===== src/rtl/joint_bilateral_depth_filter_top_defines.svh =====
// assertion macros for the joint bilateral depth filter
`ifndef JOINT_BILATERAL_DEPTH_FILTER_TOP_DEFINES_SVH
`define JOINT_BILATERAL_DEPTH_FILTER_TOP_DEFINES_SVH
`ifndef SYNTHESIS
// condition must never hold outside reset
`define JBDF_NEVER(lbl, cond) \
    lbl: assert property (@(posedge i_clk) disable iff (!i_rst_n) !(cond)) \
        else $error("jbdf assertion failed");
// antecedent implies consequent in the same cycle
`define JBDF_IMPLIES(lbl, ante, cons) \
    lbl: assert property (@(posedge i_clk) disable iff (!i_rst_n) (ante) |-> (cons)) \
        else $error("jbdf assertion failed");
`else
`define JBDF_NEVER(lbl, cond)
`define JBDF_IMPLIES(lbl, ante, cons)
`endif
`endif


===== src/rtl/jbdf_fifo.sv =====
module jbdf_fifo #(
    parameter int WIDTH = 8,
    parameter int DEPTH = 4
) (
    input  logic             i_clk,
    input  logic             i_rst_n,
    input  logic             i_push,
    input  logic [WIDTH-1:0] i_data,
    output logic             o_full,
    input  logic             i_pop,
    output logic [WIDTH-1:0] o_data,
    output logic             o_empty
);

    localparam int AW = $clog2(DEPTH);

    logic [WIDTH-1:0] r_mem [DEPTH];
    logic [AW-1:0]    r_wp, r_rp;
    logic [AW:0]      r_cnt;
    logic             w_push, w_pop;

    assign o_full  = (r_cnt == (AW+1)'(DEPTH));
    assign o_empty = (r_cnt == '0);
    assign w_push  = i_push && !o_full;
    assign w_pop   = i_pop && !o_empty;
    assign o_data  = r_mem[r_rp];

    always_ff @(posedge i_clk) begin
        if (w_push) begin
            r_mem[r_wp] <= i_data;
        end
    end

    always_ff @(posedge i_clk) begin
        if (!i_rst_n) begin
            r_wp  <= '0;
            r_rp  <= '0;
            r_cnt <= '0;
        end else begin
            if (w_push) begin
                r_wp <= (r_wp == AW'(DEPTH-1)) ? '0 : r_wp + 1'b1;
            end
            if (w_pop) begin
                r_rp <= (r_rp == AW'(DEPTH-1)) ? '0 : r_rp + 1'b1;
            end
            r_cnt <= r_cnt + (AW+1)'(w_push) - (AW+1)'(w_pop);
        end
    end

endmodule


===== config.mk =====
export PLATFORM = sky130hd
export DESIGN_NAME = jbdf_fifo
export DESIGN_NICKNAME = d
export VERILOG_FILES = /design/src/rtl/joint_bilateral_depth_filter_top_defines.svh /design/src/rtl/jbdf_fifo.sv
export SDC_FILE = /design/constraint.sdc
export NUM_CORES = 1
export LEC_CHECK = 0
export ABC_AREA = 0
export BUFFER_PORTS_ARGS = -buffer_cell sky130_fd_sc_hd__buf_2
export CORE_MARGIN = 2
export CORE_UTILIZATION = 40
export CTS_BUF_LIST = sky130_fd_sc_hd__clkbuf_8
export CTS_CLUSTER_DIAMETER = 150
export DETAILED_ROUTE_END_ITERATION = 7
export PLACE_DENSITY = 0.69
export SLEW_MARGIN = 30
export SYNTH_ARGS = -nofsm -noshare
export SYNTH_HDL_FRONTEND = slang
export SYNTH_SLANG_ARGS = --single-unit

===== constraint.sdc =====
create_clock -name i_clk -period 2.1 [get_ports i_clk]
set_input_delay 0.42 -clock i_clk [delete_from_list [all_inputs] [get_ports i_clk]]
set_output_delay 0.42 -clock i_clk [all_outputs]
set_load 0.005 [all_outputs]

After elaboration in Yosys (flattened, before gate mapping)
Memory sizes are Yosys's and may differ from the RTL's. A register that Yosys moved wholly into a read port is not among the register bits.
Index checks and enable logic that the tools add are counted.
{"block": "totals", "out_inout_bits": 10, "mem_bits_rw": 32, "memories": 1, "register_bits": 7}
{"memory": "r_mem", "depth": 4, "width": 8, "rd": 1, "rd_clocked_by_memory_dff": 1, "write_ports": 1, "line": "jbdf_fifo.sv:17", "text": "logic [WIDTH-1:0] r_mem [DEPTH];"}
{"block": "op_classes", "n_mux": 6, "n_addsub": 4, "eq_ne": 3, "reduce_logical": 5}
{"operator": "$mux W2", "count": 4}
{"operator": "$add A2 B1 Y2 const B", "count": 2}
{"operator": "$eq A2 B2 Y1 const B", "count": 2}
{"operator": "$add A3 B1 Y3", "count": 1}
{"operator": "$eq A3 B3 Y1 const B", "count": 1}
{"operator": "$logic_not A3 Y1", "count": 1}
{"operator": "$sub A3 B1 Y3", "count": 1}
{"operator": "$logic_and A1 B1 Y1", "count": 2}
{"operator": "$logic_not A1 Y1", "count": 2}
{"operator": "$mux W1", "count": 2}

Logic depth before layout (Yosys ltp)
{"block": "logic_depth", "word_depth": 5, "ltp_mapped": 11, "ltp_nobuf": 10}

Least setup slack after synthesis
No wires, ideal clock.
{"block": "synth_path", "kind": "reg2reg", "start": "register r_cnt[1]", "end": "register r_cnt[2]", "path_stages_with_launch": 10, "t_arrival_ps": 1988, "setup_slack_ps": -2, "cell_sequence": "dfxtp_1 -> o31ai_2 -> inv_1 -> ha_1 -> inv_1 -> ha_1 -> fa_1 -> xnor2_1 -> xnor2_1 -> and2_1"}
{"block": "synth_between", "elab_chain_cells": 5, "word_cells_on_any_way": 8, "cone_classes": "add/sub (2); eq/ne (1); reduce/logical (5)"}
{"element": "start: declaration", "line": "jbdf_fifo.sv:19", "text": "logic [AW:0] r_cnt;"}
{"element": "start signal: assignment", "line": "jbdf_fifo.sv:46", "text": "r_cnt <= r_cnt + (AW+1)'(w_push) - (AW+1)'(w_pop);"}
{"element": "$eq A3 B3 Y1", "line": "jbdf_fifo.sv:22", "text": "assign o_full = (r_cnt == (AW+1)'(DEPTH));"}
{"element": "$logic_not A1 Y1", "line": "jbdf_fifo.sv:24", "text": "assign w_push = i_push && !o_full;"}
{"element": "$logic_and A1 B1 Y1", "line": "jbdf_fifo.sv:24"}
{"element": "$add A3 B1 Y3", "line": "jbdf_fifo.sv:46"}
{"element": "$sub A3 B1 Y3 (*)", "line": "jbdf_fifo.sv:46"}
Every way passes the cells marked *; elsewhere a longest branch is shown, timed or not.
A chain may end at the register's enable or synchronous reset.

Final worst setup path
{"block": "layout_path", "start": "register r_cnt[2]", "end": "register r_cnt[2]"}
The elaborated chain is that of the path after synthesis.

==> results.toml <==
[status]
status = "complete, no violations"

[pwr]
ir_worst_vdd_mv = 0.4591
p_clk_share_pct = 23.3
leakage_uw = 0.0007280
p_sw_uw = 557.0
switching_share_pct = 26.09
seqPwrFrac_pct = 50.8
pwr-share-comb_pct = 26.0
p_int_uw = 1578
power.density_nw_per_um2 = 1094

[route]
vias = 836
vias_per_cell = 4.777
wirelength_mm = 2.433
drt_iter0_drc = 68
wl_per_cell_um = 13.90
drc = 0
ant_nets = 0
first_pass_iters = 4

[finish]
seq_area_um2 = 1147
num-fill-cells = 336
mostFrequentLayoutCells = "32 x edfxtp_1, 21 x buf_2, 9 x inv_1, 8 x mux4_2"
drive_gt1_share_pct = 40.80
fin_util_pct = 48.76
final_common_cell = "edfxtp_1"
antenna_cells = 0
nets = 144
stdcell_area_um2 = 1951
syn_to_final_growth_pct = 17.57
multiInputGateArea_um2 = 481.7

[worst_setup_path]
cp_top_family = "adder cells"
crit_required_ns = 2.28
arrival_ns = 2.18
worst_setup_path_end_kind = "register"
critical_path.max_fanout = 4
path_cells = "nor3b_4, nor2b_2, inv_1, ha_1, inv_1, ha_2, fa_2, xnor2_1, xnor2_1, and2_1"
start_kind = "register"
crit_cells = 10
reg2reg_depth = 10
cp_num_buf_inv = 2
path_class = "reg -> reg"
slowest_delay_ns = 0.37
cpMaxStageDelayCell = "dfxtp_4"

[timing]
finalSetupViolCount = 0
rsz0062_at_grt = "no"
clock_skew_ns = 0.004965
fin_crit_ns = 1.995
maxSlewViolCount = 0
fin_crit_sh_pct = 94.99
relSlewSlack_pct = 70.55
tightestPinTransition_ns = 0.4417
finalHoldViolations = 0
fmax_mhz = 501.3

[logic_synthesis]
synthCells = 95
synth_area_per_cell_um2 = 17.46
ys_seq_area_share_pct = 68.78
synth_area_um2 = 1659
ys.warnings.count = 0
ys_seq_elements = 41
netlist-cell-type-count = 21
syn_nets = 115

[grt]
overflow = 0
grt_max_degree = 13
grt_pass1_wl_mm = 4.188
grt_use_met1_pct = 14.09
track_usage_pct = 12.88
antenna_found_initial = 0
grt_pass1_vias = 899
use_met2_pct = 21.88
busiest_layer = "met2"
use_met3_pct = 5.428

[placement]
place_area_um2 = 1831
gp_congestion = 0.6631
hpwl_mm = 1.715
numPortBuffers = 21

[hold_path]
hold_class = "in -> reg"
min_path_cells = 1

[die]
io_pins = 22
die_area_um2 = 4679
rows = 23
die_h_um = 68.40
start_util_pct = 41.48
fp.dieW_um = 68.40
core_um2 = 4000

[clock_network]
ctsRootBufferMaster = "clkbuf_8"
ctsHoldBuffers = 0
cts_buffers = 5
h-tree-depth = 2
clkLatencyLatePin_ns = 0.28
clk_pin_slew_ns = 0.07
clk_path_buf_depth = 2
cts.sinks = 41
cts_tree = "yes"

[flow_run]
cap_violations = 0
==> sequential cells by signal, summed over array words and instances, names as in the netlist, named ones only <==
name / flops
r_mem: 32
r_wp: 2
r_rp: 2
r_cnt: 3
==> per-layer routing <==
metal / up-vias / part of all wire (%) / wire length [µm]
met3: 6 / 5.7 / 139
met2: 20 / 51 / 1242
li1: 404 / - / -
met4: 0 / 1.9 / 47
met1: 406 / 41 / 1004
met5: - / 0 / 0
==> through the flow <==
stage	setup TNS [ns]	hold slack (ns)	power, µW	instances	setup WS, ns
2_1_floorplan	0	0.4677	1458	95	0.01215
5_1_grt	0	0.3331	2302	175	0.01299
6_report	0	0.3462	2135	175	0.1053
3_3_place_gp	0	0.4823	1612	164	0.03258
3_5_place_dp	-0.02545	0.4887	1643	164	-0.02545
4_1_cts	0	0.3373	2153	173	0.02352
==> synth_stat cells, drive strengths merged <==
| library cell | count | area, µm² |
|---|---|---|
| nor2b | 1 | 8.760 |
| o31ai | 1 | 12.51 |
| nor3b | 1 | 18.77 |
| dfxtp | 9 | 180.2 |
| buf | 2 | 16.26 |
| mux4 | 8 | 180.2 |
| ha | 7 | 87.58 |
| fa | 1 | 20.02 |
| o21ai | 2 | 10.01 |
| nor2 | 2 | 7.510 |
| clkbuf | 2 | 7.510 |
| nand3 | 2 | 10.01 |
| inv | 7 | 26.28 |
| nand2 | 6 | 22.52 |
| xnor2 | 2 | 17.52 |
| and2 | 7 | 47.54 |
| nor3 | 1 | 5.000 |
| mux2i | 2 | 20.02 |
| edfxtp | 32 | 960.9 |
==> timing repair <==
action                                  CTS  global route
buffers inserted                          1             2
pin swaps                                 1             1
gates resized for setup                   0             3
endpoints found under the setup margin    1             1
==> kinds of logic after synthesis <==
kind of cell | Yosys count | synth area share [%]
muxes | 10 | 12.07
adders and majority gates | 8 | 6.485
DFF | 41 | 68.78
xor gates and xnor gates | 2 | 1.056
and+or+nand+nor | 20 | 7.240
AOI/OAI and AO/OA | 3 | 1.357
buffers and inverters | 11 | 3.017
==> power groups by stage <==
stage	registers [µW]	logic, µW	clock network (µW)
after floorplan	1070	385	0
after global placement	1090	520	0
after detailed placement	1100	542	0
after CTS	1080	552	518
after global routing	1100	640	561
final	1080	555	497
==> area by class of cell <==
class / instances / area share, %
flip-flops and latches: 41 / 58.82
multi-input cells: 43 / 24.70
repair buffers: 26 / 7.312
clock buffers: 6 / 4.233
well taps: 50 / 3.207
inverters: 7 / 1.347
clock inverters: 2 / 0.3849
==> path summary, 6_finish.rpt <==
path,startpoint,end,slack (ns)
worst min-delay path,i_data[6],r_mem[0][6],0.35
worst max register to register,r_cnt[2],r_cnt[2],0.11
worst min register to register,r_wp[1],r_wp[1],0.49
worst max-delay path,r_cnt[2],r_cnt[2],0.11
==> worst reg2reg max path, delay by kind of cell (launching register included) <==
family / cells / cell delay [ns]
fa+ha+maj: 3 / 0.76
simple gates: 3 / 0.42
flops: 1 / 0.37
xor+xnor: 2 / 0.26
buf+inv: 2 / 0.09
No activity file was read; power rests on OpenSTA's default activity.
