## src/rtl/joint_bilateral_depth_filter_top_defines.svh

```systemverilog
// assertion macros for the joint bilateral depth filter
`ifndef JOINT_BILATERAL_DEPTH_FILTER_TOP_DEFINES_SVH
`define JOINT_BILATERAL_DEPTH_FILTER_TOP_DEFINES_SVH
`ifndef SYNTHESIS
// condition must never hold outside reset
`define JBDF_NEVER(lbl, cond) \
    lbl: assert property (@(posedge i_clk) disable iff (!i_rst_n) !(cond)) \
        else $error("jbdf assertion failed");
// antecedent implies consequent in the same cycle
`define JBDF_IMPLIES(lbl, ante, cons) \
    lbl: assert property (@(posedge i_clk) disable iff (!i_rst_n) (ante) |-> (cons)) \
        else $error("jbdf assertion failed");
`else
`define JBDF_NEVER(lbl, cond)
`define JBDF_IMPLIES(lbl, ante, cons)
`endif
`endif

```

## src/rtl/jbdf_pkg.sv

```systemverilog
package jbdf_pkg;

    localparam int CFG_W      = 12;
    localparam int CFG_IDX_W  = 2;
    localparam int DIM_W      = 13;
    localparam int COL_W      = 12;
    localparam int ROW_W      = 12;
    localparam int TOTAL_W    = 25;
    localparam int POS_W      = 27;
    localparam int WIDTH_RST  = 640;
    localparam int HEIGHT_RST = 480;
    localparam int HEIGHT_MAX = 2048;
    localparam int TW_FIELD   = 16;

    localparam logic [CFG_IDX_W-1:0] CFG_WIDTH  = 2'd0;
    localparam logic [CFG_IDX_W-1:0] CFG_HEIGHT = 2'd1;

    localparam logic [1:0] REQ_PIXEL   = 2'd0;
    localparam logic [1:0] REQ_RANGE   = 2'd1;
    localparam logic [1:0] REQ_SPATIAL = 2'd2;
    localparam logic [1:0] REQ_DRAIN   = 2'd3;

    typedef enum logic [1:0] {
        K_RANGE   = 2'd0,
        K_SPATIAL = 2'd1,
        K_SHIFT   = 2'd2
    } t_kind;

    typedef struct packed {
        logic [1:0]          req_type;
        logic [7:0]          guide_pixel;
        logic [7:0]          depth_pixel;
        logic [7:0]          table_index;
        logic [TW_FIELD-1:0] table_weight;
    } t_in;

    typedef struct packed {
        logic [7:0] filtered_depth;
        logic       is_border;
        logic       frame_last;
    } t_out;

    // decoded work handed from front to back
    typedef struct packed {
        t_kind               kind;
        logic                want_out;
        logic                is_border;
        logic                frame_last;
        logic [7:0]          index;
        logic [TW_FIELD-1:0] weight;
        logic [7:0]          guide;
        logic [7:0]          depth;
        logic [COL_W-1:0]    col;
    } t_item;

endpackage

```

## src/rtl/jbdf_front.sv

```systemverilog
module jbdf_front #(
    parameter int WINDOW    = 5,
    parameter int MAX_WIDTH = 2048
) (
    input  logic                           i_clk,
    input  logic                           i_rst_n,
    input  logic                           i_accept,
    input  jbdf_pkg::t_in                  i_in,
    input  logic                           i_cfg_we,
    input  logic [jbdf_pkg::CFG_IDX_W-1:0] i_cfg_index,
    input  logic [jbdf_pkg::CFG_W-1:0]     i_cfg_data,
    output logic                           o_push,
    output jbdf_pkg::t_item                o_item
);

    localparam int HALF  = WINDOW / 2;
    localparam int TAPS  = 2 * HALF + 1;
    localparam int NT    = TAPS * TAPS;
    localparam int DW    = jbdf_pkg::DIM_W;
    localparam int PW    = jbdf_pkg::POS_W;

    logic [jbdf_pkg::CFG_W-1:0]   r_cfg_w, r_cfg_h;
    logic [jbdf_pkg::COL_W-1:0]   r_col, n_col;
    logic [jbdf_pkg::ROW_W-1:0]   r_row, n_row;
    logic [jbdf_pkg::TOTAL_W-1:0] w_total;
    logic [DW-1:0]                w_w, w_h, w_rc, w_cc, w_col_e;
    logic [PW-1:0]                w_pos, w_doff;
    logic signed [PW-1:0]         w_q, w_tot;
    logic                         w_in_frame, w_want, w_border, w_last, w_wrap, w_lo;

    always_comb begin
        if (r_cfg_w == '0) begin
            w_w = DW'(1);
        end else if (DW'(r_cfg_w) > DW'(MAX_WIDTH)) begin
            w_w = DW'(MAX_WIDTH);
        end else begin
            w_w = DW'(r_cfg_w);
        end
        if (r_cfg_h == '0) begin
            w_h = DW'(1);
        end else if (DW'(r_cfg_h) > DW'(jbdf_pkg::HEIGHT_MAX)) begin
            w_h = DW'(jbdf_pkg::HEIGHT_MAX);
        end else begin
            w_h = DW'(r_cfg_h);
        end
        // frame size follows a register write at once
        w_total = jbdf_pkg::TOTAL_W'(w_w) * jbdf_pkg::TOTAL_W'(w_h);
    end

    // delayed position relative to the frame origin
    always_comb begin
        w_col_e    = DW'(r_col);
        w_pos      = PW'(r_row) * PW'(w_w) + PW'(r_col);
        w_doff     = PW'(HALF) * PW'(w_w) + PW'(HALF);
        w_q        = $signed(w_pos - w_doff);
        w_tot      = $signed(PW'(w_total));
        w_in_frame = DW'(r_row) < w_h;
        w_want     = (w_q >= 0) && (w_q < w_tot);
        w_last     = (w_q == w_tot - 1);
        w_wrap     = (w_q >= w_tot - 1);
        w_lo       = w_col_e < DW'(HALF);
        w_rc       = DW'(r_row) - DW'(HALF) - DW'(w_lo);
        w_cc       = w_lo ? (w_col_e + w_w - DW'(HALF)) : (w_col_e - DW'(HALF));
        w_border   = (w_w <= DW'(HALF)) || (w_rc < DW'(HALF)) || (w_rc + DW'(HALF) >= w_h)
                     || (w_cc < DW'(HALF)) || (w_cc + DW'(HALF) >= w_w);
    end

    always_comb begin
        o_push          = 1'b0;
        o_item.kind     = jbdf_pkg::K_SHIFT;
        o_item.want_out = w_want;
        o_item.is_border = w_border;
        o_item.frame_last = w_last;
        o_item.index    = i_in.table_index;
        o_item.weight   = i_in.table_weight;
        o_item.guide    = '0;
        o_item.depth    = '0;
        o_item.col      = r_col;
        n_col           = r_col;
        n_row           = r_row;
        case (i_in.req_type)
            jbdf_pkg::REQ_RANGE: begin
                o_item.kind = jbdf_pkg::K_RANGE;
                o_push      = i_accept;
            end
            jbdf_pkg::REQ_SPATIAL: begin
                o_item.kind = jbdf_pkg::K_SPATIAL;
                o_push      = i_accept && (i_in.table_index < 8'(NT));
            end
            default: begin
                if (!(i_in.req_type == jbdf_pkg::REQ_DRAIN && w_in_frame)) begin
                    o_push = i_accept;
                    if (i_in.req_type == jbdf_pkg::REQ_PIXEL && w_in_frame) begin
                        o_item.guide = i_in.guide_pixel;
                        o_item.depth = i_in.depth_pixel;
                    end
                    if (w_wrap) begin
                        n_col = '0;
                        n_row = '0;
                    end else if (w_col_e + DW'(1) >= w_w) begin
                        n_col = '0;
                        n_row = r_row + 1'b1;
                    end else begin
                        n_col = r_col + 1'b1;
                    end
                end
            end
        endcase
    end

    always_ff @(posedge i_clk) begin
        if (!i_rst_n) begin
            r_cfg_w <= jbdf_pkg::CFG_W'(jbdf_pkg::WIDTH_RST);
            r_cfg_h <= jbdf_pkg::CFG_W'(jbdf_pkg::HEIGHT_RST);
            r_col   <= '0;
            r_row   <= '0;
        end else begin
            if (i_cfg_we && i_cfg_index == jbdf_pkg::CFG_WIDTH) begin
                r_cfg_w <= i_cfg_data;
            end
            if (i_cfg_we && i_cfg_index == jbdf_pkg::CFG_HEIGHT) begin
                r_cfg_h <= i_cfg_data;
            end
            if (o_push) begin
                r_col <= n_col;
                r_row <= n_row;
            end
        end
    end

endmodule

```

## config.mk

```make
export PLATFORM = sky130hd
export DESIGN_NAME = jbdf_front
export DESIGN_NICKNAME = d
export VERILOG_FILES = /design/src/rtl/joint_bilateral_depth_filter_top_defines.svh /design/src/rtl/jbdf_pkg.sv /design/src/rtl/jbdf_front.sv
export SDC_FILE = /design/constraint.sdc
export NUM_CORES = 1
export LEC_CHECK = 0
export ABC_CLOCK_PERIOD_IN_PS = 11600
export CORE_MARGIN = 3
export CORE_UTILIZATION = 40
export CTS_CLUSTER_SIZE = 8
export DETAILED_ROUTE_END_ITERATION = 8
export DONT_BUFFER_PORTS = 1
export HOLD_SLACK_MARGIN = 0.12
export PLACE_DENSITY = 0.64
export SYNTH_ARGS = -nofsm -noshare
export SYNTH_HDL_FRONTEND = slang
export SYNTH_SLANG_ARGS = --single-unit
```

## constraint.sdc

```tcl
create_clock -name i_clk -period 11.6 [get_ports i_clk]
set_input_delay 2.32 -clock i_clk [delete_from_list [all_inputs] [get_ports i_clk]]
set_output_delay 2.32 -clock i_clk [all_outputs]
set_load 0.01 [all_outputs]
```

* Word level (Yosys, flattened, before mapping)
Cells that the tools add are included.
** Operators by class
- Add/subtract/negate cells :: 14
- $mul :: 2
- $lt $le $gt $ge :: 14
- Equality and inequality tests :: 5
- Mux-type cells :: 15
- Bitwise gates (word level) :: 2
- Reductions and logical operators :: 18
** Operators by type and width (number)
- $mux 12 :: 8
- $mux 16 :: 3
- $ge 13x13->1 :: 3
- $eq 27x26->1 :: 1
- $ge 27x1->1 const B :: 1
- $ge 27x26->1 :: 1
- $lt 27x26->1 :: 1
- $sub 26x15->27 :: 1
- $add 13x2->13 const B :: 2
- $add 25x12->26 :: 1
- $lt 13x2->1 const B :: 2
- $sub 12x2->13 const B :: 2
- $sub 25x1->26 const B :: 1
- $mul 12x13->25 :: 1
- $mul 13x13->25 :: 1
- $add 12x1->12 const B :: 2
- $gt 12x12->1 const B :: 2
- $logic_not 12->1 :: 2
- $add 14x2->15 const B :: 1
- $add 12x1->13 const B :: 1
- $add 12x13->13 :: 1
- $le 13x2->1 const B :: 1
- $lt 12x13->1 :: 1
- $mux 13 :: 1
- other kinds (17) :: 29
** Storage, ports and cells
- Bits in registers :: 48
- Input bits :: 60
- Output and inout bits :: 58
- Logic and storage cells :: 74

* Depth between registers and ports, before layout
Gate-level depths: netlist (run 1).
- Word-level depth :: 9
- Gate-level depth with buffers :: 38
- Mapped depth without buffers :: 35

* Worst setup path after synthesis (run 1)
Ideal clock, no wire load.
- Path kind :: reg2out
- Start :: register r_cfg_w[10] in the netlist's numbering
- End :: output o_item[52] in the netlist's numbering
- Data arrival time :: 8.007 ns
- Data required time :: 9.280 ns
- Slack :: 1.273 ns
- Cell stages (with the launch flop) :: 31
- Path buffers :: 3
- Cell sequence :: dfxtp_1 > nor4_1 > a31oi_1 > nor2_1 > clkbuf_1 > nand2_1 > fa_1 > fa_1 > inv_1 > fa_1 > fa_1 > inv_1 > fa_1 > inv_1 > ha_1 > clkbuf_1 > o21ai_0 > a221oi_1 > a21bo_2 > a31oi_1 > xnor2_1 > or4_4 > or3_4 > or4_1 > xnor2_1 > ha_1 > nand4_1 > nor3_1 > nand4_1 > nor4_1 > buf_4
** On the way
- Cells in the longest elaborated chain, start to end :: 7
- Elaborated cells on any way between the ends :: 11
- Those cells by class :: add/sub: 4; mul: 2; order compare: 1; eq/ne: 1; mux: 2; reduce/logical: 1
** RTL lines
- start, declared :: RTL line jbdf_front.sv:22 : logic [jbdf_pkg::CFG_W-1:0] r_cfg_w, r_cfg_h;
- start signal, assigned :: RTL line jbdf_front.sv:113 : r_cfg_w <= jbdf_pkg::CFG_W'(jbdf_pkg::WIDTH_RST);
- start signal, assigned :: RTL line jbdf_front.sv:119 : r_cfg_w <= i_cfg_data;
- $gt 12x12->1 :: RTL line jbdf_front.sv:34 : end else if (DW'(r_cfg_w) > DW'(MAX_WIDTH)) begin
- $mux 12 :: RTL line jbdf_front.sv:34
- $mux 12 * :: RTL line jbdf_front.sv:32 : if (r_cfg_w == '0) begin
- $mul 12x13->25 :: RTL line jbdf_front.sv:53 : w_pos = PW'(r_row) * PW'(w_w) + PW'(r_col);
- $add 25x12->26 :: RTL line jbdf_front.sv:53
- $sub 26x15->27 :: RTL line jbdf_front.sv:55 : w_q = $signed(w_pos - w_doff);
- $eq 27x26->1 * :: RTL line jbdf_front.sv:59 : w_last = (w_q == w_tot - 1);
- end, declared :: RTL line jbdf_front.sv:13 : output jbdf_pkg::t_item o_item
Mark *: on every way between the ends. The rest lies on a longest branch, timed or not.

==> flow_summary_export.csv, run 1 <==
group,metric,value,unit
worst_setup_path,startpoint,"r_cfg_w[6]",
worst_setup_path,critPathLaunchType,"register",
placed_design,port-buffer-count,0,
cells_and_area,fin_nets,2773,
drt,wirelength,50400,µm
status,status,"complete, no violations",
power_and_ir_drop,ir_drop,0.0649,mV
yosys,ys_types,74,
floorplan,ioPinCount,118,
floorplan,die_w,218,µm
clocking,clock_path_buffers,2,
floorplan,core-area,43600,µm²
worst_setup_path,arrival,8.85,ns
sta,finalHoldViolCount,0,
yosys,synth-edff-count,0,
drt,vias,15200,
clocking,cts_num_sinks,48,
yosys,avgSynthCellArea,8.01,µm²
global_routing,grt_overflow,0,
worst_setup_path,r2r_start,"r_cfg_w[6]",
clocking,cts-root-buf,"clkbuf_16",
clocking,h-tree-depth,2,
sta,tightest_slew,1.25,ns
yosys,ys_warn_count,0,
sta,setup_viol,0,
worst_setup_path,rr_worst_depth,33,
cells_and_area,drive_gt1_frac,0.0472,
global_routing,grt_pass1_vias,15200,
global_routing,grt_max_degree,31,
drt,antenna_left,0,
worst_setup_path,max_stage_delay,0.60,ns
run,drv_cap,0,
sta,report.final.slew_viol_count,0,
floorplan,die_area,47400,µm²
power_and_ir_drop,powerDensity,68.9,nW/µm²
drt,vias_per_cell,5.50,
yosys,ys_seq_area_frac,0.0536,
clocking,cts_hold_buf,0,
placed_design,gp_congestion,0.936,
worst_setup_path,r2r_setup_slack,1.12,ns
placed_design,dp_cells,2758,
power_and_ir_drop,p_leak,9.11,nW
worst_setup_path,timing.critical_path.required,9.28,ns
drt,drt-pass1-iter-count,6,
clocking,cts_tree,"done",
yosys,async_flop_share,0,
cells_and_area,n_fill_cell,4372,
cells_and_area,final_cells,2766,
clocking,numCtsBuffers,5,
cells_and_area,n_antenna_cell,0,
global_routing,grt_pass1_wl,81000,µm
sta,post-route-period-util,0.963,
placed_design,hpwlAfterDp,42100,µm
drt,drc,0,
worst_setup_path,cp_slowest_cell,"fa_1",
hold_path,hp-class,"register to register",
drt,wl_per_cell,18.2,µm
yosys,syn-num-nets,2830,
worst_setup_path,cp_common_cell,"fa_1",
worst_setup_path,timing.rr.end,"r_row[9]",
worst_setup_path,criticalPathCategory,"register to output port",
floorplan,rows,76,
sta,rsz0062_at_grt,"true",
sta,clock.fmax,89.5,MHz
yosys,syn_inst,2237,
yosys,ys.flop_type,"dfxtp_1",
clocking,clk_pin_slew,0.07,ns
sta,timing.final.crit_period,11.17,ns
sta,setup_ws,0.428,ns
worst_setup_path,crit_fanout,7,
worst_setup_path,crit_end,"o_item[52]",
global_routing,antenna_found_initial,0,
placed_design,dp_slack,0.231,ns
drt,drt-initial-drc-count,1104,
yosys,ys_ff_latch,48,
cells_and_area,area.growth.synth_to_final,4.80,%
floorplan,initial_utilization,0.411,
worst_setup_path,endpoint_kind,"output port",
clocking,clk_latency,0.31,ns
global_routing,grt.total_usage,0.214,
sta,slew_headroom,0.165,
yosys,syn_area,17900,µm²
sta,finClkSkew,0.00707,ns
floorplan,die_height,218,µm
==> worst max-delay path: cells and delay by family (launching register included) <==
family / cells / cell delay (ns)
AOI/OAI and AO/OA: 5 / 0.95
adders and majority gates: 7 / 3.42
xor gates and xnor gates: 2 / 0.37
and+or+nand+nor: 10 / 2.90
buffers and inverters: 5 / 0.57
DFF: 1 / 0.33
==> state kept, by name (all words and copies together), names as in the netlist <==
name	count
r_cfg_h	12
r_cfg_w	12
r_row	12
r_col	12
==> final cells by class <==
type	count	area, µm²	area share
Multi-Input combinational cell	1687	15000	0.800
Timing Repair Buffer	52	410	0.0218
Sequential cell	48	965	0.0514
Tap cell	585	732	0.0390
Clock buffer	5	125	0.00666
Clock inverter	3	68.8	0.00366
Inverter	386	1460	0.0775
==> power by group <==
part / switching [mW] / leakage (nW) / total [mW] / internal (mW)
Combinational: 0.548 / 8.62 / 0.921 / 0.373
Sequential: 0.00666 / 0.390 / 0.175 / 0.169
Clock: 0.0738 / 0.0944 / 0.198 / 0.125
Total: 0.628 / 9.11 / 1.29 / 0.666
==> how the worst min path moves through the flow <==
stage,cells after the start,slack (ns),startpoint,end
CTS,2,0.48,r_cfg_h[10],r_cfg_h[10]
detailed placement,2,0.47,r_cfg_h[10],r_cfg_h[10]
floorplan,2,0.44,r_cfg_w[0],r_cfg_w[0]
global route,2,0.51,r_cfg_h[10],r_cfg_h[10]
finish,2,0.48,r_cfg_h[10],r_cfg_h[10]
global placement,2,0.47,r_cfg_w[5],r_cfg_w[5]
==> synthesized netlist by cell type, drive strengths merged (7+ instances only) <==
master	n	area [µm²]
a2111oi	11	96.3
a211oi	18	135
a21boi	23	173
a21o	29	221
a21oi	66	330
a31oi	12	75.1
and2	59	372
and3	11	68.8
buf	38	251
clkbuf	78	297
dfxtp	48	961
fa	234	4680
ha	299	3740
inv	380	1430
mux2i	7	70.1
nand2	288	1080
nand2b	10	62.6
nand3	36	180
nand4	27	169
nor2	164	616
nor2b	34	213
nor3	34	170
nor4	18	113
o211ai	7	52.6
o21a	19	143
o21ai	61	320
o21bai	8	60.1
or3	8	55.1
or4	14	109
xnor2	94	823
xor2	27	236
==> layout by cell type, fill, tap and decap left out, drive strengths merged, types with 29 or more instances in the layout <==
cell,n
buf,52
ha,299
xnor2,94
fa,234
nor2b,34
a21o,29
o21ai,61
inv,382
nor3,34
nor2,164
and2,59
nand3,36
dfxtp,48
nand2,288
a21oi,66
==> metrics by stage <==
step           TNS, ns  area [µm²]  utilization  total power [mW]  hold slack (ns)
2_1_floorplan        0       17900            -             0.838            0.443
3_3_place_gp         0       18500        0.424              1.05            0.468
3_5_place_dp         0       18500        0.424              1.08            0.466
4_1_cts              0       18700        0.429              1.28            0.476
5_1_grt        -0.0833       18800        0.430              1.42            0.506
6_report             0       18800        0.430              1.29            0.475
==> cells by family after synthesis <==
| kind of cell | count (synthesis) | synth area share |
|---|---|---|
| and+or+nand+nor | 731 | 0.192 |
| adders and majority gates | 533 | 0.470 |
| buffers and inverters | 502 | 0.111 |
| AOI/OAI and AO/OA | 295 | 0.110 |
| xor gates and xnor gates | 121 | 0.0591 |
| DFF | 48 | 0.0536 |
| muxes | 7 | 0.00391 |
==> layer usage <==
metal | vias to the layer above | routed length (µm) | global-route usage | share of wire
met2 | 533 | 23600 | 0.357 | 0.47
li1 | 7082 | - | - | -
met5 | - | 0 | 0 | 0
met1 | 7499 | 21800 | 0.292 | 0.43
met3 | 92 | 3890 | 0.0355 | 0.077
met4 | 0 | 1180 | 0.0459 | 0.023
==> what timing repair did <==
item | CTS | global route
buffers inserted | 0 | 0
gates resized for setup | 2 | 26
setup endpoints to repair | 1 | 2
pin swaps | 0 | 2
No activity file was read; power rests on OpenSTA's default activity.
==> run 2, diff against run 1 <==
--- a/config.mk
+++ b/config.mk
@@ -5,6 +5,7 @@
 export SDC_FILE = /design/constraint.sdc
 export NUM_CORES = 1
 export LEC_CHECK = 0
+export ABC_AREA = 1
 export ABC_CLOCK_PERIOD_IN_PS = 11600
 export CORE_MARGIN = 3
 export CORE_UTILIZATION = 40
==> flow_summary_export.csv, run 2 <==
group,metric,value,unit
worst_setup_path,cp_slowest_cell,"fa_1",
yosys,ys_seq_area_frac,0.0500,
worst_setup_path,critPathLaunchType,"register",
sta,setup_viol,0,
clocking,cts_hold_buf,0,
cells_and_area,utilization,0.423,
cells_and_area,n_antenna_cell,0,
power_and_ir_drop,powerDensity,116,nW/µm²
cells_and_area,layout_common_cells,"612 x nand2_1, 559 x inv_1, 299 x ha_1, 289 x nor2_1, 234 x fa_1",
clocking,cts_tree,"done",
clocking,clk_pin_slew,0.08,ns
power_and_ir_drop,p_leak,10.7,nW
worst_setup_path,cp_common_cell,"nand2_1",
yosys,yosys.area.top_type,"fa_1",
placed_design,gp_congestion,0.935,
cells_and_area,drive_gt1_frac,0.0412,
power_and_ir_drop,p_comb_frac,0.830,
yosys,avgSynthCellArea,6.97,µm²
global_routing,grt.total_usage,0.235,
drt,drt-pass1-iter-count,5,
global_routing,grt_pass1_wl,94900,µm
sta,rsz0062_at_grt,"false",
floorplan,rows,79,
clocking,cts-root-buf,"clkbuf_16",
run,drv_cap,0,
sta,timing.final.crit_period,11.00,ns
sta,finalHoldViolCount,0,
floorplan,die_height,225,µm
cells_and_area,final_common_cell,"nand2_1",
drt,vias,17300,
placed_design,port-buffer-count,0,
cells_and_area,n_fill_cell,4850,
power_and_ir_drop,ir_drop,0.0643,mV
power_and_ir_drop,seqPwrFrac,0.083,
sta,post-route-period-util,0.948,
yosys,ys.flop_type,"dfxtp_1",
yosys,ys_top_cells_by_area,"fa_1 24%, ha_1 19%, nand2_1 12%, inv_1 11%, nor2_1 5.7%",
floorplan,die_w,225,µm
yosys,yosys.area.top_type_share,0.244,
power_and_ir_drop,swShare,0.582,
global_routing,grt_overflow,0,
clocking,cts_num_sinks,48,
yosys,ys_types,51,
sta,finClkSkew,0.0112,ns
clocking,clk_latency,0.31,ns
floorplan,die_area,50700,µm²
cells_and_area,area.growth.synth_to_final,3.45,%
yosys,syn_area,19200,µm²
hold_path,hp-class,"register to register",
yosys,synth-edff-count,0,
worst_setup_path,crit_fanout,25,
power_and_ir_drop,pwr-share-clk,0.086,
global_routing,grt_max_degree,39,
sta,tightest_slew,1.02,ns
clocking,clock_path_buffers,2,
floorplan,initial_utilization,0.409,
drt,vias_per_cell,5.23,
floorplan,core-area,47000,µm²
drt,drt-initial-drc-count,1290,
worst_setup_path,endpoint_kind,"output port",
status,status,"complete, no violations",
sta,fin_tns_setup,0,ns
power_and_ir_drop,p_int,0.961,mW
worst_setup_path,arrival,8.68,ns
worst_setup_path,criticalPathCategory,"register to output port",
clocking,h-tree-depth,2,
clocking,numCtsBuffers,5,
sta,report.final.slew_viol_count,0,
cells_and_area,fin_nets,3289,
placed_design,hpwlAfterDp,49100,µm
drt,antenna_left,0,
global_routing,antenna_found_initial,1,
worst_setup_path,max_stage_delay,0.61,ns
yosys,async_flop_share,0,
drt,wl_per_cell,17.7,µm
yosys,ys_ff_latch,48,
power_and_ir_drop,p_sw,1.34,mW
global_routing,grt_pass1_vias,17600,
sta,slew_headroom,0.316,
yosys,ys_warn_count,0,
cells_and_area,fin_area,19900,µm²
sta,hold_ws,0.473,ns
worst_setup_path,timing.critical_path.required,9.28,ns
power_and_ir_drop,finalPower,2.30,mW
placed_design,dpl-instance-area,19700,µm²
floorplan,ioPinCount,118,
yosys,synth.most_common_cell,"nand2_1",
yosys,syn_inst,2755,
drt,drc,0,
yosys,syn-num-nets,3348,
sta,clock.fmax,90.9,MHz
drt,wirelength,58400,µm
yosys,ys_top_cells_by_count,"612 x nand2_1, 560 x inv_1, 299 x ha_1, 290 x nor2_1, 234 x fa_1",
==> run 2: cell types whose count changed in the layout (fill, tap and decap cells not counted), moves of 24 or more <==
cell	change
a21o_1	-24
nor2b_1	-29
xnor2_1	-76
inv_1	+182
nor2_1	+127
and2_1	-56
nand3_1	+75
buf_4	-25
xor2_1	+39
nand2_1	+324
a21oi_1	+58
==> run 2: power groups by stage <==
stage	registers (mW)	logic, mW	clock network [mW]
after floorplan	0.187	1.41	0
after global placement	0.194	1.87	0
after detailed placement	0.195	1.89	0
after CTS	0.191	1.90	0.200
after global routing	0.193	2.17	0.204
final	0.191	1.91	0.199
==> run 2: area by class of cell <==
class	count	area (µm²)	area share
clock inverters	3	68.8	0.00346
inverters	585	2200	0.111
multi-input cells	2032	15600	0.784
flip-flops and latches	48	961	0.0484
clock buffers	5	125	0.00630
repair buffers	24	180	0.00907
well taps	607	759	0.0382
==> run 2: final timing paths <==
check,slack (ns),endpoint,startpoint,cells after the start
max,0.60,o_item[54],r_cfg_w[11],36
min reg2reg,0.47,r_cfg_h[2],r_cfg_h[2],2
min,0.47,r_cfg_h[2],r_cfg_h[2],2
max reg2reg,1.82,r_row[6],r_cfg_w[11],36
==> run 2: logic make-up (layout without fill, tap and decap cells) <==
family	Yosys count	count (layout)	share of synthesized area
flip-flops	48	48	0.0500
XOR/XNOR	85	85	0.0395
AO/OA/AOI/OAI	232	232	0.0653
buffers and inverters	675	617	0.139
adder cells (fa/ha/maj)	533	533	0.439
AND/OR/NAND/NOR	1182	1182	0.267
==> run 2: metrics by stage <==
step           std cells  setup WS (ns)
2_1_floorplan       2755           2.10
6_report            3304          0.599
4_1_cts             3304          0.670
3_5_place_dp        3296           1.07
3_3_place_gp        3296           1.18
5_1_grt             3304         0.0235
==> run 2: repair_timing <==
item                       in CTS  in global routing
setup endpoints to repair       0                  1
resized for setup               0                  2
buffers inserted                0                  0
==> run 2: worst max-delay path: cells and delay by family (launching register included) <==
kind,cells,cell delay (ns)
compound gates,7,1.53
simple gates,11,0.96
buf+inv,8,1.46
flops,1,0.34
fa+ha+maj,9,3.78
xor+xnor,1,0.25
==> run 2: layer usage <==
layer / GRT usage / vias up / share of wire
li1: - / 8363 / -
met1: 0.314 / 8245 / 0.44
met2: 0.391 / 565 / 0.46
met3: 0.0330 / 107 / 0.067
met4: 0.0814 / 2 / 0.037
met5: 0 / - / 0.00022
==> run 3, diff against run 2 <==
--- a/config.mk
+++ b/config.mk
@@ -6,14 +6,14 @@
 export NUM_CORES = 1
 export LEC_CHECK = 0
 export ABC_AREA = 1
-export ABC_CLOCK_PERIOD_IN_PS = 11600
+export ABC_CLOCK_PERIOD_IN_PS = 9790
 export CORE_MARGIN = 3
 export CORE_UTILIZATION = 40
 export CTS_CLUSTER_SIZE = 8
 export DETAILED_ROUTE_END_ITERATION = 8
 export DONT_BUFFER_PORTS = 1
 export HOLD_SLACK_MARGIN = 0.12
-export PLACE_DENSITY = 0.64
+export PLACE_DENSITY = 0.66
 export SYNTH_ARGS = -nofsm -noshare
 export SYNTH_HDL_FRONTEND = slang
 export SYNTH_SLANG_ARGS = --single-unit
==> constraint.sdc (replaced) <==
create_clock -name i_clk -period 9.79 [get_ports i_clk]
set_input_delay 1.958 -clock i_clk [delete_from_list [all_inputs] [get_ports i_clk]]
set_output_delay 1.958 -clock i_clk [all_outputs]
set_load 0.01 [all_outputs]
==> flow_summary_export.csv, run 3 (same netlist as run 2, synthesis figures left out) <==
group,metric,value,unit
status,status,"complete, no violations",
sta,hold_ws,0.477,ns
cells_and_area,fin_nets,3376,
drt,vias_per_cell,5.30,
run,drv_cap,0,
sta,timing.final.crit_period,9.50,ns
power_and_ir_drop,p_leak,11.3,nW
cells_and_area,n_fill_cell,4742,
cells_and_area,final_common_cell,"nand2_1",
drt,drc,0,
clocking,cts-root-buf,"clkbuf_16",
worst_setup_path,endpoint_kind,"output port",
sta,clock.fmax,105,MHz
cells_and_area,drive_gt1_frac,0.116,
worst_setup_path,criticalPathCategory,"register to output port",
sta,slew_headroom,0.281,
worst_setup_path,critPathLaunchType,"register",
drt,drt-initial-drc-count,1463,
clocking,clk_latency,0.30,ns
worst_setup_path,r2r_setup_slack,0.90,ns
placed_design,port-buffer-count,0,
clocking,cts_tree,"done",
sta,report.final.slew_viol_count,0,
worst_setup_path,max_stage_delay,0.57,ns
power_and_ir_drop,ir_drop,0.0989,mV
global_routing,antenna_found_initial,0,
drt,wl_per_cell,17.8,µm
floorplan,initial_utilization,0.409,
worst_setup_path,cp_common_cell,"nand2_1",
drt,wirelength,60400,µm
global_routing,grt_pass1_vias,17700,
global_routing,grt.total_usage,0.236,
placed_design,dp_slack,0.235,ns
cells_and_area,n_antenna_cell,0,
floorplan,rows,79,
floorplan,ioPinCount,118,
hold_path,hp-class,"register to register",
clocking,numCtsBuffers,5,
global_routing,grt_pass1_wl,95500,µm
worst_setup_path,arrival,7.54,ns
placed_design,gp_congestion,0.982,
clocking,clock_path_buffers,2,
sta,finalHoldViolCount,0,
global_routing,grt_overflow,0,
floorplan,die_w,225,µm
worst_setup_path,timing.critical_path.required,7.83,ns
clocking,h-tree-depth,2,
sta,finClkSkew,0.00613,ns
sta,tightest_slew,1.07,ns
worst_setup_path,crit_fanout,7,
worst_setup_path,cp_slowest_cell,"fa_1",
sta,rsz0062_at_grt,"true",
global_routing,grt_max_degree,39,
sta,setup_viol,0,
drt,antenna_left,0,
floorplan,core-area,47000,µm²
drt,vias,18000,
floorplan,die_area,50700,µm²
drt,drt-pass1-iter-count,5,
floorplan,die_height,225,µm
sta,setup_ws,0.292,ns
sta,post-route-period-util,0.970,
cells_and_area,layout_common_cells,"591 x nand2_1, 551 x inv_1, 276 x ha_1, 271 x nor2_1, 231 x fa_1",
cells_and_area,area.growth.synth_to_final,11.2,%
clocking,clk_pin_slew,0.07,ns
cells_and_area,multi_input_area,16300,µm²
cells_and_area,seqCellArea,965,µm²
cells_and_area,utilization,0.455,
placed_design,hpwlAfterDp,50400,µm
power_and_ir_drop,powerDensity,146,nW/µm²
clocking,cts_num_sinks,48,
run 3: changes by cell type in the layout (fill, tap and decap cells not counted), sizes merged:
cell / delta
bufinv: -1
clkinvlp: -1
buf: +87
inv: +1
clkbuf: +1
run 3: worst max-delay path, delay by kind of cell, from the launching register on:
family,cells,cell delay (ns)
compound gates,9,1.20
xor+xnor,1,0.19
fa+ha+maj,9,3.79
buf+inv,4,0.45
flops,1,0.36
simple gates,13,1.23
run 3: area by class of cell:
class | instances | share of cell area
clock buffers | 6 | 0.00603
inverters | 585 | 0.103
multi-input cells | 2032 | 0.765
well taps | 607 | 0.0356
clock inverters | 2 | 0.00164
repair buffers | 111 | 0.0437
flip-flops and latches | 48 | 0.0452
run 3: worst paths after layout:
| kind | from | to | cells after the start |
|---|---|---|---|
| setup / recovery | r_cfg_w[5] | o_item[54] | 36 |
| hold / removal | r_cfg_h[4] | r_cfg_h[4] | 2 |
| setup reg to reg | r_cfg_w[5] | r_row[11] | 38 |
| hold reg to reg | r_cfg_h[4] | r_cfg_h[4] | 2 |
run 3: power breakdown:
| part | total [mW] | switching [mW] | internal, mW |
|---|---|---|---|
| clock network | 0.199 | 0.0789 | 0.120 |
| registers | 0.226 | 0.0213 | 0.205 |
| logic | 2.70 | 1.68 | 1.02 |
| total | 3.13 | 1.78 | 1.34 |
run 3: timing repair:
action,in CTS,in global routing
cloned,0,0
setup buffers,2,21
pin swaps,0,67
resized for setup,13,178
hold buffers,0,0
endpoints found under the setup margin,2,2
run 3: per-stage QoR:
stage	area, µm²	power [mW]	cells	setup TNS, ns
floorplan	19200	1.89	2755	0
global placement	20200	2.49	3360	0
detailed placement	20200	2.52	3360	0
CTS	20400	2.76	3370	0
global route	21400	3.44	3391	-0.205
finish	21400	3.13	3391	0
run 3: layer usage:
| layer | GRT usage | vias up | wire, µm |
|---|---|---|---|
| li1 | - | 8521 | - |
| met1 | 0.328 | 8631 | 26400 |
| met2 | 0.385 | 689 | 27500 |
| met3 | 0.0307 | 128 | 4480 |
| met4 | 0.0677 | 0 | 2040 |
| met5 | 0 | - | 0 |
